### src/rtl/ssk_pkg.sv
`timescale 1ns / 1ps

package ssk_pkg;

    // result field widths
    localparam int SKEW_W   = 23;
    localparam int MEAN_W   = 24;
    localparam int STATUS_W = 2;

    // skew magnitude is found one bit at a time, 23 bits
    localparam int ROOT_W    = 23;
    localparam int K_W       = ROOT_W + 1;
    localparam int BIT_W     = $clog2(ROOT_W);
    localparam int RHS_SHIFT = 34;
    localparam int MEAN_FRAC = 8;
    localparam int MIN_SAMPLES = 3;

    // status codes
    localparam logic [STATUS_W-1:0] ST_OK   = 2'd0;
    localparam logic [STATUS_W-1:0] ST_FEW  = 2'd1;
    localparam logic [STATUS_W-1:0] ST_ZERO = 2'd2;
    localparam logic [STATUS_W-1:0] ST_OVF  = 2'd3;

    // multiplier operations
    typedef enum logic [2:0] {
        MOP_D2 = 3'd0,  // |d| * |d|
        MOP_D3 = 3'd1,  // d^2 * |d|
        MOP_R1 = 3'd2,  // S3 * S3
        MOP_R2 = 3'd3,  // S3^2 * n
        MOP_C1 = 3'd4,  // S2 * S2
        MOP_C2 = 3'd5,  // S2^2 * S2
        MOP_P1 = 3'd6,  // cube * k
        MOP_P2 = 3'd7   // cube * k * k
    } t_mop;

    // controller to datapath
    typedef struct packed {
        logic load;
        logic div_go;
        logic dev;
        logic mul_go;
        logic mul_take;
        t_mop op;
        logic next_idx;
        logic init_root;
        logic next_bit;
        logic load_out;
    } t_cmd;

    // datapath to controller
    typedef struct packed {
        logic div_done;
        logic mul_done;
        logic idx_last;
        logic bit_end;
        logic skip_root;
        logic out_free;
    } t_sts;

    function automatic int max2(input int a, input int b);
        return (a > b) ? a : b;
    endfunction

endpackage

### src/rtl/ssk_ctrl.sv
`timescale 1ns / 1ps

module ssk_ctrl (
    input  logic          i_clk,
    input  logic          i_rst_n,
    input  logic          i_valid,
    input  logic          i_last,
    input  ssk_pkg::t_sts i_sts,
    output ssk_pkg::t_cmd o_cmd,
    output logic          o_stall
);

    typedef enum logic [9:0] {
        S_IDLE     = 10'b00_0000_0001,
        S_DIV_GO   = 10'b00_0000_0010,
        S_DIV_WAIT = 10'b00_0000_0100,
        S_P_RD     = 10'b00_0000_1000,
        S_P_DEV    = 10'b00_0001_0000,
        S_M_GO     = 10'b00_0010_0000,
        S_M_WAIT   = 10'b00_0100_0000,
        S_ROOT_CHK = 10'b00_1000_0000,
        S_FIN      = 10'b01_0000_0000,
        S_SPARE    = 10'b10_0000_0000
    } t_state;

    t_state        r_state, n_state;
    ssk_pkg::t_mop r_op, n_op;

    always_ff @(posedge i_clk) begin
        if (!i_rst_n) begin
            r_state <= S_IDLE;
            r_op    <= ssk_pkg::MOP_D2;
        end else begin
            r_state <= n_state;
            r_op    <= n_op;
        end
    end

    // sequencing of load, mean division, deviation pass, root search and result hand-off
    always_comb begin
        n_state = r_state;
        n_op    = r_op;
        o_cmd   = '0;
        o_cmd.op = r_op;
        o_stall = 1'b1;
        unique case (r_state)
            S_IDLE: begin
                o_stall   = 1'b0;
                o_cmd.load = i_valid;
                if (i_valid && i_last) begin
                    n_state = S_DIV_GO;
                end
            end
            S_DIV_GO: begin
                o_cmd.div_go = 1'b1;
                n_state      = S_DIV_WAIT;
            end
            S_DIV_WAIT: begin
                if (i_sts.div_done) begin
                    n_state = S_P_RD;
                end
            end
            S_P_RD: begin
                n_state = S_P_DEV;
            end
            S_P_DEV: begin
                o_cmd.dev = 1'b1;
                n_op      = ssk_pkg::MOP_D2;
                n_state   = S_M_GO;
            end
            S_M_GO: begin
                o_cmd.mul_go = 1'b1;
                n_state      = S_M_WAIT;
            end
            S_M_WAIT: begin
                if (i_sts.mul_done) begin
                    o_cmd.mul_take = 1'b1;
                    n_state        = S_M_GO;
                    unique case (r_op)
                        ssk_pkg::MOP_D2: n_op = ssk_pkg::MOP_D3;
                        ssk_pkg::MOP_D3: begin
                            if (i_sts.idx_last) begin
                                n_state = S_ROOT_CHK;
                            end else begin
                                o_cmd.next_idx = 1'b1;
                                n_state        = S_P_RD;
                            end
                        end
                        ssk_pkg::MOP_R1: n_op = ssk_pkg::MOP_R2;
                        ssk_pkg::MOP_R2: n_op = ssk_pkg::MOP_C1;
                        ssk_pkg::MOP_C1: n_op = ssk_pkg::MOP_C2;
                        ssk_pkg::MOP_C2: n_op = ssk_pkg::MOP_P1;
                        ssk_pkg::MOP_P1: n_op = ssk_pkg::MOP_P2;
                        ssk_pkg::MOP_P2: begin
                            if (i_sts.bit_end) begin
                                n_state = S_FIN;
                            end else begin
                                o_cmd.next_bit = 1'b1;
                                n_op           = ssk_pkg::MOP_P1;
                            end
                        end
                        default: n_op = r_op;
                    endcase
                end
            end
            S_ROOT_CHK: begin
                if (i_sts.skip_root) begin
                    n_state = S_FIN;
                end else begin
                    o_cmd.init_root = 1'b1;
                    n_op            = ssk_pkg::MOP_R1;
                    n_state         = S_M_GO;
                end
            end
            S_FIN: begin
                if (i_sts.out_free) begin
                    o_cmd.load_out = 1'b1;
                    n_state        = S_IDLE;
                end
            end
            default: begin
                n_state = S_IDLE;
            end
        endcase
    end

endmodule

### config.mk
export PLATFORM = sky130hd
export DESIGN_NAME = ssk_ctrl
export DESIGN_NICKNAME = d
export VERILOG_FILES = /design/src/rtl/ssk_pkg.sv /design/src/rtl/ssk_ctrl.sv
export SDC_FILE = /design/constraint.sdc
export NUM_CORES = 1
export LEC_CHECK = 0
export ABC_CLOCK_PERIOD_IN_PS = 1800
export BUFFER_PORTS_ARGS = -buffer_cell sky130_fd_sc_hd__buf_2
export CORE_UTILIZATION = 25
export DETAILED_ROUTE_END_ITERATION = 8
export PLACE_DENSITY = 0.53
export SETUP_SLACK_MARGIN = 0.5
export SYNTH_ARGS = -nofsm -noshare
export SYNTH_HDL_FRONTEND = slang
export SYNTH_SLANG_ARGS = --single-unit
### constraint.sdc
create_clock -name i_clk -period 1.8 [get_ports i_clk]
set_input_delay 0 -clock i_clk [delete_from_list [all_inputs] [get_ports i_clk]]
set_output_delay 0 -clock i_clk [all_outputs]
set_load 0.01 [all_outputs]
After elaboration in Yosys (flattened, before gate mapping)
Index checks and enable logic that the tools add are counted.

storage, ports and cells
  bits in registers = 13
  input bits = 10
  output and inout bits = 13
  word-level logic and storage cells = 63

cells by class
  equality and inequality tests = 23
  muxes and demuxes = 33
  reductions and logical operators = 5

operator list
  operator               number
  $pmux W10 S9           1
  $mux W10               4
  $pmux W3 S7            1
  $mux W1                19
  $mux W9                2
  $pmux W9 S2            1
  $eq A3 B3 Y1 const B   4
  $eq A10 B1 Y1 const B  1
  $eq A10 B2 Y1 const B  1
  $eq A10 B3 Y1 const B  1
  $eq A10 B4 Y1 const B  1
  $eq A10 B5 Y1 const B  1
  $eq A10 B6 Y1 const B  1
  $eq A10 B7 Y1 const B  1
  $eq A10 B8 Y1 const B  1
  $eq A10 B9 Y1 const B  1
  $ne A2 B2 Y1 const B   5
  $mux W3                3
  $pmux W3 S3            1
  $mux W8                1
  $ne A8 B1 Y1 const B   1
  $eq A3 B2 Y1 const B   2
  $reduce_and A5 Y1      1
  $reduce_and A4 Y1      1
  other kinds (5)        5

Logic depth before layout (Yosys ltp)
  depth after elaboration = 4
  depth in mapped cells = 5
  mapped depth without buffers = 4

Worst setup path after synthesis
No wires, ideal clock.

  kind = register to register
  start = register r_state[7]
  end = register r_op[2]
  library setup time = 0.103 ns
  data arrival time = 1.829 ns
  required time = 1.697 ns
  setup slack = -0.133 ns
  stages on the path, launching flop included = 6
  buffers on the path = 1
  period minus slack after synthesis = 1.933 ns
  path through = dfxtp_1 buf_6 or4b_4 o32a_4 and3_4 a2111oi_2

on the way
  cells in the longest elaborated chain, start to end = 3
  elaborated cells between the ends (all ways) = 10
  those cells by class = eq/ne (7); mux (1); reduce/logical (2)

RTL lines
  what                                                         RTL line        source
  from (decl)                                                  ssk_ctrl.sv:26  t_state r_state, n_state;
  from (signal assigned)                                       ssk_ctrl.sv:34  r_state <= n_state;
  $eq A10 B7 Y1, or another cell as far along                  ssk_ctrl.sv:46  unique case (r_state)
  $ne A8 B1 Y1 (no source line), or another cell as far along  --
  $reduce_and A5 Y1 (no source line)                           --
  to (signal assigned)                                         ssk_ctrl.sv:32  r_op <= ssk_pkg::MOP_D2;
  to (signal assigned)                                         ssk_ctrl.sv:35  r_op <= n_op;
  to (decl)                                                    ssk_ctrl.sv:27  ssk_pkg::t_mop r_op, n_op;

Several ways; a longest one is shown, not always the timed one.
A chain may end at the register's enable or synchronous reset.

Final worst setup path
Same ends and word-level chain as after synthesis.

==> flow_summary.ini <==
[outcome]
violations = hold timing, setup timing
outcome = finished with violations

[timing]
timing.fmax_ghz = 0.527
relSlewSlack_pct = 78.3
rsz0062_at_grt = true
min_period_ns = 1.90
fin_ws_ns = -0.0962
hold_slack_ns = -0.00582
setup_violations = 4
hold_viol_final = 1
skew_ns = 0.00588
fin_setup_tns_ns = -0.251
slew_viol_final = 0
timing.final.crit_share_pct = 105
worstMarginPinSlew_ns = 0.325

[die]
rows = 21
core_sq_um = 3360
die_w_microns = 61.3
start_util_pct = 26.1
dieHeight_microns = 61.3
dieArea_sq_um = 3750
io_pins = 23

[clock_network]
insertion_delay_ns = 0.28
cts_tree = yes
cts_buffers = 3
cts.sinks = 12
htree_num_levels = 1
clockBufferDepth = 2
clk_root_buffer_cell = clkbuf_4
clk_pin_slew_ns = 0.09

[synth]
ys_seq_area_share_pct = 27.4
netlist_instances = 115
yosys_warnings = 0
syn_nets = 125
synth-adder-area-share_pct = 0
ys_types = 42
synth_xor_area_share_pct = 2.99
synth_compound_area_share_pct = 21.9
syn_area_sq_um = 878
ys_seq_elements = 12
synth-simple-area-share_pct = 36.0
synth_top_family_by_area = simple AND/OR/NAND/NOR gates
synth_mux_area_share_pct = 3.56
avgSynthCellArea_sq_um = 7.64

[layout]
diodes = 0
nets = 181
final_area_sq_um = 1550
drive_above_1_share_pct = 58.2
fin_cells = 216
area_growth_syn_to_layout_pct = 76.6
final_util_pct = 46.1
n_fill_cell = 349

[power]
leakage_nw = 0.699
p_total_mw = 0.901
powerDensity_nw_per_um2 = 581
ir_drop_uv = 415

[grt]
antenna_found_initial = 0
grt.total_usage_pct = 16.3
grt_pass1_wl_microns = 4590
grt_pass1_vias = 1019
grt_max_degree = 11
grt-ovfl-total = 0

[detailed_routing]
drc_errors = 0
drt-pass1-iter-count = 4
viasPerCell = 5.14
num_vias = 1110
drt_iter0_markers = 57
routedWlPerCell_microns = 14.2
drtAntennaViolNets = 0
totalWireLength_microns = 3070

[placement]
dp_slack_ns = -0.00104
place_area_sq_um = 1170
portBuffers = 22
place_congestion = 0.818
dp_hpwl_microns = 2080
dpl.cell_count = 192

[setup_path]
crit_fanout = 6
critPathRequiredTime_ns = 1.99
arrival_ns = 2.09
crit_chain = or4b_4 > o32a_4 > and3_4 > a2111oi_2
crit_type = flip-flop to flip-flop
crit_path_start_kind = flip-flop
critPathCaptureType = flip-flop
cpPeakStageDelay_ns = 0.59
critical_path.slowest_cell = or4b_4

[hold_path]
min-delay-path-class = input pin to flip-flop

[flow_run]
cap_violations = 0
[power breakdown]
group	leakage [nW]	total (mW)	switching, mW	internal (mW)
Combinational	0.578	0.383	0.204	0.179
Sequential	0.0997	0.291	0.0126	0.279
Clock	0.0210	0.227	0.104	0.123
Total	0.699	0.901	0.320	0.581
[final cells by class]
type	instances	area, sq um	area share, %
Multi-Input combinational cell	87	737	47.5
Timing Repair Buffer	59	444	28.6
Sequential cell	12	246	15.9
Tap cell	46	57.6	3.71
Clock buffer	4	36.3	2.34
Inverter	8	30.0	1.94
[registers in the layout (all words and copies together), names as in the netlist]
register / count
r_op: 3
r_state: 9
[cell usage in the layout (no fill, tap or decap), types with 3 or more instances in the layout]
cell / instances
clkbuf_4: 3
nor2_1: 14
nor3_1: 3
dfxtp_2: 5
buf_6: 13
buf_2: 21
xor2_1: 3
inv_1: 7
nand2_1: 4
nand2_2: 3
dfxtp_1: 7
nor3_2: 5
buf_4: 23
nor3_4: 4
o21ai_0: 3
nand4_1: 4
[worst max-delay path: cells and delay by family (launching register included)]
kind / cells / cell delay [ns]
and+or+nand+nor: 2 / 0.76
AOI/OAI and AO/OA: 2 / 0.71
DFF: 1 / 0.34
[kinds of logic after synthesis]
family / count (synthesis)
flops: 12
xor+xnor: 3
compound gates: 23
buf+inv: 16
mux: 3
simple gates: 58
[cells in the mapped netlist]
library cell   n  area (sq um)
nor2_1        15          56.3
dfxtp_1       12           240
nor3_1        12          60.1
inv_1          8          30.0
nand2_1        7          26.3
nand4_1        4          25.0
o21ai_0        4          20.0
a41oi_1        3          26.3
buf_2          3          15.0
clkbuf_1       3          11.3
nor4_1         3          18.8
or3_1          3          18.8
xor2_1         3          26.3
a21oi_1        2          10.0
and3_1         2          12.5
mux2i_1        2          20.0
nand3_1        2          10.0
nor3b_1        2          15.0
o21a_1         2          15.0
a2111o_1       1          11.3
a2111oi_2      1          15.0
a211oi_1       1          7.51
a22oi_1        1          7.51
a31o_1         1          8.76
a32oi_1        1          8.76
and3_4         1          11.3
and4_1         1          8.76
buf_1          1          3.75
buf_6          1          11.3
mux2_2         1          11.3
nor2b_1        1          6.26
nor4b_1        1          8.76
o211a_1        1          10.0
o211ai_1       1          7.51
o21ai_1        1          5.00
o31ai_1        1          7.51
o32a_1         1          10.0
o32a_4         1          22.5
or2_2          1          6.26
or3b_2         1          8.76
or4b_1         1          10.0
or4b_4         1          13.8
[final timing paths]
check,depth (start not counted),slack (ns),start,endpoint
worst min-delay path,3,-0.006,i_rst_n,r_op[1]
worst max-delay path,4,-0.1,r_state[7],r_op[2]
worst max register to register,4,-0.1,r_state[7],r_op[2]
worst min register to register,1,0.54,r_state[0],r_state[2]
[metal layers]
metal | vias up | part of all wire (%) | wire (microns) | track usage, %
met4 | 0 | 0.62 | 19 | 3.57
met1 | 537 | 45 | 1370 | 21.1
met3 | 4 | 4.1 | 125 | 3.36
li1 | 538 | - | - | -
met2 | 31 | 50 | 1550 | 28.0
met5 | - | 0 | 0 | 0
[what timing repair did]
item | in CTS | in global routing
endpoints found under the hold margin | 2 | 0
hold buffers | 2 | 0
endpoints found under the setup margin | 22 | 22
pin swaps | 18 | 6
setup buffers | 17 | 1
gates resized for setup | 34 | 10
Note: power is estimated with default switching activity, not from simulation.
